`src/rtl/core/toq_pkg.sv`:
```
// ---------------------------------------------------------------------------
// Time-ordered event queue package
// Shared types and constants for the sorted event queue and its cells.
// ---------------------------------------------------------------------------
package toq_pkg;

   localparam int unsigned DEPTH   = 16;
   localparam int unsigned CNT_W   = $clog2(DEPTH + 1);
   localparam int unsigned TIME_W  = 32;
   localparam int unsigned KIND_W  = 4;
   localparam int unsigned DUR_W   = 16;
   localparam int unsigned COUNT_W = 5;

   typedef enum logic {
      CMD_INSERT = 1'b0,
      CMD_POP    = 1'b1
   } cmd_type;

   typedef enum logic [1:0] {
      STATUS_OK    = 2'd0,
      STATUS_FULL  = 2'd1,
      STATUS_EMPTY = 2'd2
   } status_type;

   typedef struct packed {
      logic [TIME_W-1:0] event_time;
      logic [KIND_W-1:0] event_kind;
      logic [DUR_W-1:0]  event_duration;
   } entry_type;

   typedef struct packed {
      cmd_type           cmd;
      logic [TIME_W-1:0] event_time;
      logic [KIND_W-1:0] event_kind;
      logic [DUR_W-1:0]  event_duration;
   } req_type;

   typedef struct packed {
      status_type         status;
      logic [TIME_W-1:0]  out_time;
      logic [KIND_W-1:0]  out_kind;
      logic [DUR_W-1:0]   out_duration;
      logic               now_empty;
      logic [COUNT_W-1:0] entry_count;
   } rsp_type;

   // Operation broadcast to every cell of the chain.
   typedef struct packed {
      logic      insert;
      logic      pop;
      entry_type item;
   } op_type;

endpackage

```
`src/rtl/core/time_ordered_event_queue.sv`:
```
// ---------------------------------------------------------------------------
// Time-ordered event queue
// Bounded queue of events kept in ascending time order in a chain of cells.
// ---------------------------------------------------------------------------
// Each transaction is either an insert or a pop and gives one response. An
// insert lands behind every stored event of equal or earlier time, so ties
// leave in arrival order; a pop returns the earliest event. A full queue
// refuses inserts and an empty queue answers pops with an empty status.
// All cells compare their time with the new event in parallel and shift by
// one place, so a request can be taken in every cycle while the response
// register is free or being read.
// ---------------------------------------------------------------------------
module time_ordered_event_queue (
   input  logic             clock,
   input  logic             reset,
   input  logic             req_valid,
   output logic             req_ready,
   input  toq_pkg::req_type req_payload,
   output logic             rsp_valid,
   input  logic             rsp_ready,
   output toq_pkg::rsp_type rsp_payload
);
   import toq_pkg::*;

   logic [CNT_W-1:0] count_ff;
   logic [CNT_W-1:0] count_in;
   logic             rsp_valid_ff;
   logic             rsp_valid_in;
   rsp_type          rsp_ff;
   rsp_type          rsp_in;

   op_type    op;
   entry_type cell_entry [DEPTH];
   logic      cell_keep  [DEPTH];
   logic      accept;
   logic      is_full;
   logic      is_empty;

   assign req_ready = !rsp_valid_ff || rsp_ready;
   assign accept    = req_valid && req_ready;
   assign is_full   = (count_ff == CNT_W'(DEPTH));
   assign is_empty  = (count_ff == '0);

   always_comb begin
      op.item.event_time     = req_payload.event_time;
      op.item.event_kind     = req_payload.event_kind;
      op.item.event_duration = req_payload.event_duration;
      op.insert = accept && (req_payload.cmd == CMD_INSERT) && !is_full;
      op.pop    = accept && (req_payload.cmd == CMD_POP) && !is_empty;
   end

   for (genvar i = 0; i < DEPTH; i++) begin : g_cell
      logic      occupied;
      logic      left_keep;
      entry_type left_entry;
      entry_type right_entry;

      assign occupied = (count_ff > CNT_W'(i));

      if (i == 0) begin : g_head
         assign left_keep  = 1'b1;
         assign left_entry = op.item;
      end else begin : g_body
         assign left_keep  = cell_keep[i-1];
         assign left_entry = cell_entry[i-1];
      end

      if (i == DEPTH - 1) begin : g_tail
         assign right_entry = cell_entry[i];
      end else begin : g_inner
         assign right_entry = cell_entry[i+1];
      end

      toq_cell u_cell (
         .clock       (clock),
         .op          (op),
         .occupied    (occupied),
         .left_keep   (left_keep),
         .left_entry  (left_entry),
         .right_entry (right_entry),
         .keep        (cell_keep[i]),
         .entry       (cell_entry[i])
      );
   end

   always_comb begin
      count_in = count_ff;
      if (op.insert) begin
         count_in = count_ff + CNT_W'(1);
      end else if (op.pop) begin
         count_in = count_ff - CNT_W'(1);
      end
   end

   always_comb begin
      rsp_in              = rsp_ff;
      rsp_in.status       = STATUS_OK;
      rsp_in.out_time     = '0;
      rsp_in.out_kind     = '0;
      rsp_in.out_duration = '0;
      if (req_payload.cmd == CMD_INSERT) begin
         if (is_full) begin
            rsp_in.status = STATUS_FULL;
         end
      end else if (is_empty) begin
         rsp_in.status = STATUS_EMPTY;
      end else begin
         rsp_in.out_time     = cell_entry[0].event_time;
         rsp_in.out_kind     = cell_entry[0].event_kind;
         rsp_in.out_duration = cell_entry[0].event_duration;
      end
      rsp_in.now_empty   = (count_in == '0);
      rsp_in.entry_count = COUNT_W'(count_in);
   end

   always_comb begin
      rsp_valid_in = rsp_valid_ff;
      if (accept) begin
         rsp_valid_in = 1'b1;
      end else if (rsp_ready) begin
         rsp_valid_in = 1'b0;
      end
   end

   always_ff @(posedge clock) begin
      if (reset) begin
         count_ff     <= '0;
         rsp_valid_ff <= 1'b0;
      end else begin
         count_ff     <= count_in;
         rsp_valid_ff <= rsp_valid_in;
      end
   end

   always_ff @(posedge clock) begin
      if (accept) begin
         rsp_ff <= rsp_in;
      end
   end

   assign rsp_valid   = rsp_valid_ff;
   assign rsp_payload = rsp_ff;

endmodule

```
`src/rtl/core/toq_cell.sv`:
```
// ---------------------------------------------------------------------------
// Event queue cell
// Holds one entry of the sorted chain and trades entries with its neighbours.
// ---------------------------------------------------------------------------
module toq_cell (
   input  logic               clock,
   input  toq_pkg::op_type    op,
   input  logic               occupied,
   input  logic               left_keep,
   input  toq_pkg::entry_type left_entry,
   input  toq_pkg::entry_type right_entry,
   output logic               keep,
   output toq_pkg::entry_type entry
);
   import toq_pkg::*;

   entry_type entry_ff;
   entry_type entry_in;

   // An occupied cell whose time is not later than the new event stays put;
   // the first cell that does not keep takes the new event, the rest shift.
   assign keep = occupied && (entry_ff.event_time <= op.item.event_time);

   always_comb begin
      entry_in = entry_ff;
      if (op.insert) begin
         if (!keep) begin
            entry_in = left_keep ? op.item : left_entry;
         end
      end else if (op.pop) begin
         entry_in = right_entry;
      end
   end

   always_ff @(posedge clock) begin
      entry_ff <= entry_in;
   end

   assign entry = entry_ff;

endmodule
```
`config.mk`:
```
export PLATFORM = sky130hd
export DESIGN_NAME = time_ordered_event_queue
export DESIGN_NICKNAME = d
export VERILOG_FILES = /design/src/rtl/core/toq_pkg.sv /design/src/rtl/core/time_ordered_event_queue.sv /design/src/rtl/core/toq_cell.sv
export SDC_FILE = /design/constraint.sdc
export NUM_CORES = 2
export LEC_CHECK = 0
export BUFFER_PORTS_ARGS = -buffer_cell sky130_fd_sc_hd__buf_2
export CAP_MARGIN = 10
export CORE_MARGIN = 2
export CORE_UTILIZATION = 65
export DETAILED_ROUTE_END_ITERATION = 7
export PLACE_DENSITY = 0.78
export SLEW_MARGIN = 20
export SYNTH_ARGS = -nofsm -noshare
export SYNTH_HDL_FRONTEND = slang
export SYNTH_SLANG_ARGS = --single-unit
```
`constraint.sdc`:
```
create_clock -name clock -period 16.6 [get_ports clock]
set_clock_uncertainty 0.2 [all_clocks]
set_input_delay 4.15 -clock clock [delete_from_list [all_inputs] [get_ports clock]]
set_output_delay 4.15 -clock clock [all_outputs]
set_load 0.02 [all_outputs]
```
==> summary.md <==
| Metric | Value |
|---|---|
| Share of post-route cells with drive strength above 1 | approximately 7.1% |
| Drt total wl | 181000 microns |
| CTS Root Cell | sky130_fd_sc_hd__clkbuf_16 |
| Dominant cells by area after synthesis | sky130_fd_sc_hd__edfxtp_1 (48%), sky130_fd_sc_hd__ha_1 (11%), sky130_fd_sc_hd__a21oi_1 (9.1%), sky130_fd_sc_hd__mux2i_1 (6.5%), sky130_fd_sc_hd__nand2_1 (4.1%) |
| Pleak | 25.5 nW |
| Most used standard cell by instance count after synthesis | sky130_fd_sc_hd__a21oi_1 |
| Sinks on Clock Net | 898 |
| Run status | finished clean |
| Vias per cell | 6.97 |
| Critical path type | in2reg |
| Max Slew Vio Count | 0 |
| Global route total overflow | 0 |
| Count of instances resized after the clock tree is built | 0 |
| Type of origin of the critical path | input port |
| Initial cell density of the core | approximately two thirds |
| Net count after synthesis | 6187 |
| Die Ht | 298 microns |
| Number of flops mapped to enable cells by yosys | 892 |
| Via count | 46800 |
| Clock latency on the worst-skew pair | 0.70 ns |
| CTS clock-pin slew for the worst setup and hold paths | about 0.06 ns |
| Maximum VDD drop | roughly 0.11 mV |
| CTS tree | done |
| RePlAce Congestion | 0.982 |
| Mean area per synthesized cell | 10.0 sq um |
| Number of buffers added by the clock tree synthesis step | 97 |
| Count of cell types in the netlist | 59 |
| Synth top cells by count | sky130_fd_sc_hd__a21oi_1 (1020), sky130_fd_sc_hd__edfxtp_1 (892), sky130_fd_sc_hd__nand2_1 (617), sky130_fd_sc_hd__nor2_1 (605), sky130_fd_sc_hd__ha_1 (517) |
| Worst EP arrival | 9.36 ns |
| Number of buffers inserted by hold repair at cts | 0 |
| Unrepaired setup endpoints after global routing | no |
| Worst-path maximum fanout | 53 |
| Area of the mapped netlist | 0.0563 sq mm |
| Data required time at the worst endpoint | 16.75 ns |
| Maximum number of pins on one net before global-route repair | 232 |
| Total track usage | 39.9% |
| Die Footprint | 0.0889 sq mm |
| Total power density per cell area | roughly 110 mW/mm^2 |
| Final-report setup violation count | 0 |
| Fmax | 0.109 GHz |
| Overall power consumption | between 6 and 7 mW |
| Top-Level Pins | between 100 and 150 |
| First drt pass iteration count | 8 |
| Count of state elements after synthesis | 898 |
| Vias in the first global route | 44300 |
| Post-detailed-route count of antenna-violating nets | 0 |
| Width of the die | 298 microns |
| Total count of hold-check failures in the final report | 0 |
| Headroom to the max-slew limit | 11.4% |
| Number of antenna violations at the first check in global routing | 5 |
| Type of the worst min-delay path | reg2reg |
| Total core area | 0.0854 sq mm |
| H-tree depth | 3 |
| Total half-perimeter wirelength after legalization and detailed placement | 117000 microns |
| Nets | 6070 |
| Wire length of the first global-routing pass | 272000 microns |
| Cell type with the highest aggregate area in the netlist | sky130_fd_sc_hd__edfxtp_1 |
| Share of the yosys chip area belonging to registers | 47.8% |
| Fraction of synthesized cell area taken by the top area cell type | 47.6% |
| Number of buffer cells added on primary ports | 118 |
| Measured slew at the worst slew-check pin | 1.32 ns |
| Worst Setup End Kind | register |
| Yosys warning total | 0 |
| Starting DRT DRC Count | 6576 |
| Average detailed-routed wire length per instance | 27.0 microns |
| Final core area utilization | between 70% and 80% |
| Maximum root-to-sink buffer count | 3 |
| Max cap viols | 0 |
| Cell count after synthesis | 5613 |
| Post-route DRC violation count | 0 |
| Cell Rows | 107 |
| Buffers inserted by post-CTS timing repair | 0 |
| Post-synth top flop | sky130_fd_sc_hd__edfxtp_1 |
| Total Neg Setup Slack | 0 ns |
| Synthesis-to-finish area growth | 7.73% |
| Post-layout minimum cycle time | 9.20 ns |
| Worst hold slack | between 0.3 and 0.4 ns |
| Async S/R FF share, synth | 0% |
| Portion of the clock cycle consumed by the worst path in the final layout | 55.5% |
[area by class of cell]
| cell class | instances | area (sq um) |
|---|---|---|
| Antenna cell | 1 | 2.50 |
| Clock inverter | 58 | 611 |
| Fill cell | 6426 | 24800 |
| Multi-Input combinational cell | 4191 | 27400 |
| Sequential cell | 898 | 26900 |
| Timing Repair Buffer | 208 | 1380 |
| Inverter | 100 | 377 |
| Clock buffer | 118 | 2510 |
| Tap cell | 1144 | 1430 |
[registers in the layout, summed over array words and instances, names as in the netlist]
signal,flops
g_cell.u_cell.entry,832
rsp_payload,60
rsp_valid,1
count_ff,5
[routing by layer]
metal / vias to the layer above / part of all wire, % / global-route usage (%)
met3: 593 / 13 / 9.35
li1: 20700 / - / -
met1: 22400 / 38 / 54.4
met2: 3118 / 44 / 60.2
met5: - / 0.036 / 0
met4: 10 / 5.3 / 19.5
[kinds of logic after synthesis]
kind of cell,after synthesis,synth area share (%)
and+or+nand+nor,1691,13.2
adders and majority gates,517,11.5
DFF,898,47.8
buffers and inverters,524,4.08
xor gates and xnor gates,3,0.0467
muxes,365,6.50
AOI/OAI and AO/OA,1615,16.9
[stage by stage]
stage / area [sq um] / instances / setup WS [ns]
after floorplan: 56300 / 5613 / 5.88
after global placement: 57400 / 6537 / 7.17
after detailed placement: 57400 / 6538 / 7.07
after CTS: 60500 / 6714 / 7.63
after global routing: 60600 / 6717 / 7.46
final: 60600 / 6718 / 7.40
[critical path, cell delays in order]
cell and delay (ns):
sky130_fd_sc_hd__buf_2 0.33, sky130_fd_sc_hd__inv_1 0.49, sky130_fd_sc_hd__ha_1 0.49, sky130_fd_sc_hd__nand4_1 0.24
sky130_fd_sc_hd__nor4_1 0.92, sky130_fd_sc_hd__nand2_1 0.34, sky130_fd_sc_hd__a22oi_1 0.51, sky130_fd_sc_hd__and3_2 0.27
sky130_fd_sc_hd__buf_4 0.70, sky130_fd_sc_hd__o21ai_4 0.39, sky130_fd_sc_hd__buf_4 0.48
[cells in the final DEF (no fill, tap or decap), types with 5 or more instances in the layout]
| cell | instances |
|---|---|
| sky130_fd_sc_hd__a2111oi_0 | 13 |
| sky130_fd_sc_hd__a211oi_1 | 13 |
| sky130_fd_sc_hd__a21o_1 | 50 |
| sky130_fd_sc_hd__a21oi_1 | 1017 |
| sky130_fd_sc_hd__a221o_1 | 118 |
| sky130_fd_sc_hd__a22oi_1 | 16 |
| sky130_fd_sc_hd__a31oi_1 | 52 |
| sky130_fd_sc_hd__and2_1 | 154 |
| sky130_fd_sc_hd__and3_2 | 5 |
| sky130_fd_sc_hd__buf_2 | 118 |
| sky130_fd_sc_hd__buf_4 | 82 |
| sky130_fd_sc_hd__bufinv_16 | 11 |
| sky130_fd_sc_hd__clkbuf_1 | 21 |
| sky130_fd_sc_hd__clkbuf_16 | 97 |
| sky130_fd_sc_hd__clkinv_1 | 17 |
| sky130_fd_sc_hd__clkinv_2 | 19 |
| sky130_fd_sc_hd__dfxtp_1 | 6 |
| sky130_fd_sc_hd__edfxtp_1 | 892 |
| sky130_fd_sc_hd__ha_1 | 517 |
| sky130_fd_sc_hd__inv_1 | 98 |
| sky130_fd_sc_hd__mux2i_1 | 364 |
| sky130_fd_sc_hd__nand2_1 | 611 |
| sky130_fd_sc_hd__nand3_1 | 94 |
| sky130_fd_sc_hd__nand3_2 | 6 |
| sky130_fd_sc_hd__nand3_4 | 6 |
| sky130_fd_sc_hd__nand4_1 | 124 |
| sky130_fd_sc_hd__nor2_1 | 603 |
| sky130_fd_sc_hd__nor2b_1 | 23 |
| sky130_fd_sc_hd__nor3_1 | 7 |
| sky130_fd_sc_hd__nor4_1 | 25 |
| sky130_fd_sc_hd__o211ai_1 | 18 |
| sky130_fd_sc_hd__o21a_1 | 26 |
| sky130_fd_sc_hd__o21ai_0 | 121 |
| sky130_fd_sc_hd__o21ai_1 | 50 |
| sky130_fd_sc_hd__o21ai_4 | 8 |
| sky130_fd_sc_hd__o221ai_1 | 22 |
| sky130_fd_sc_hd__o311ai_0 | 62 |
[report_power, final]
group          leakage (nW)  switching [mW]  internal (mW)
sequential             8.43           0.221           2.91
combinational          15.6            1.05          0.536
clock                  1.52           0.955           1.25
total                  25.5            2.22           4.69
[path summary, 6_finish.rpt]
path	slack, ns	from	endpoint	cells after the start
max	7.40	req_payload[43]	g_cell[12].u_cell.entry[41]$_DFFE_PP_	11
min reg2reg	0.35	g_cell[1].u_cell.entry[18]$_DFFE_PP_	g_cell[0].u_cell.entry[18]$_DFFE_PP_	2
max reg2reg	11.24	g_cell[2].u_cell.entry[49]$_DFFE_PP_	g_cell[2].u_cell.entry[45]$_DFFE_PP_	8
min	0.35	g_cell[1].u_cell.entry[18]$_DFFE_PP_	g_cell[0].u_cell.entry[18]$_DFFE_PP_	2
(Power assumes the default switching activity.)
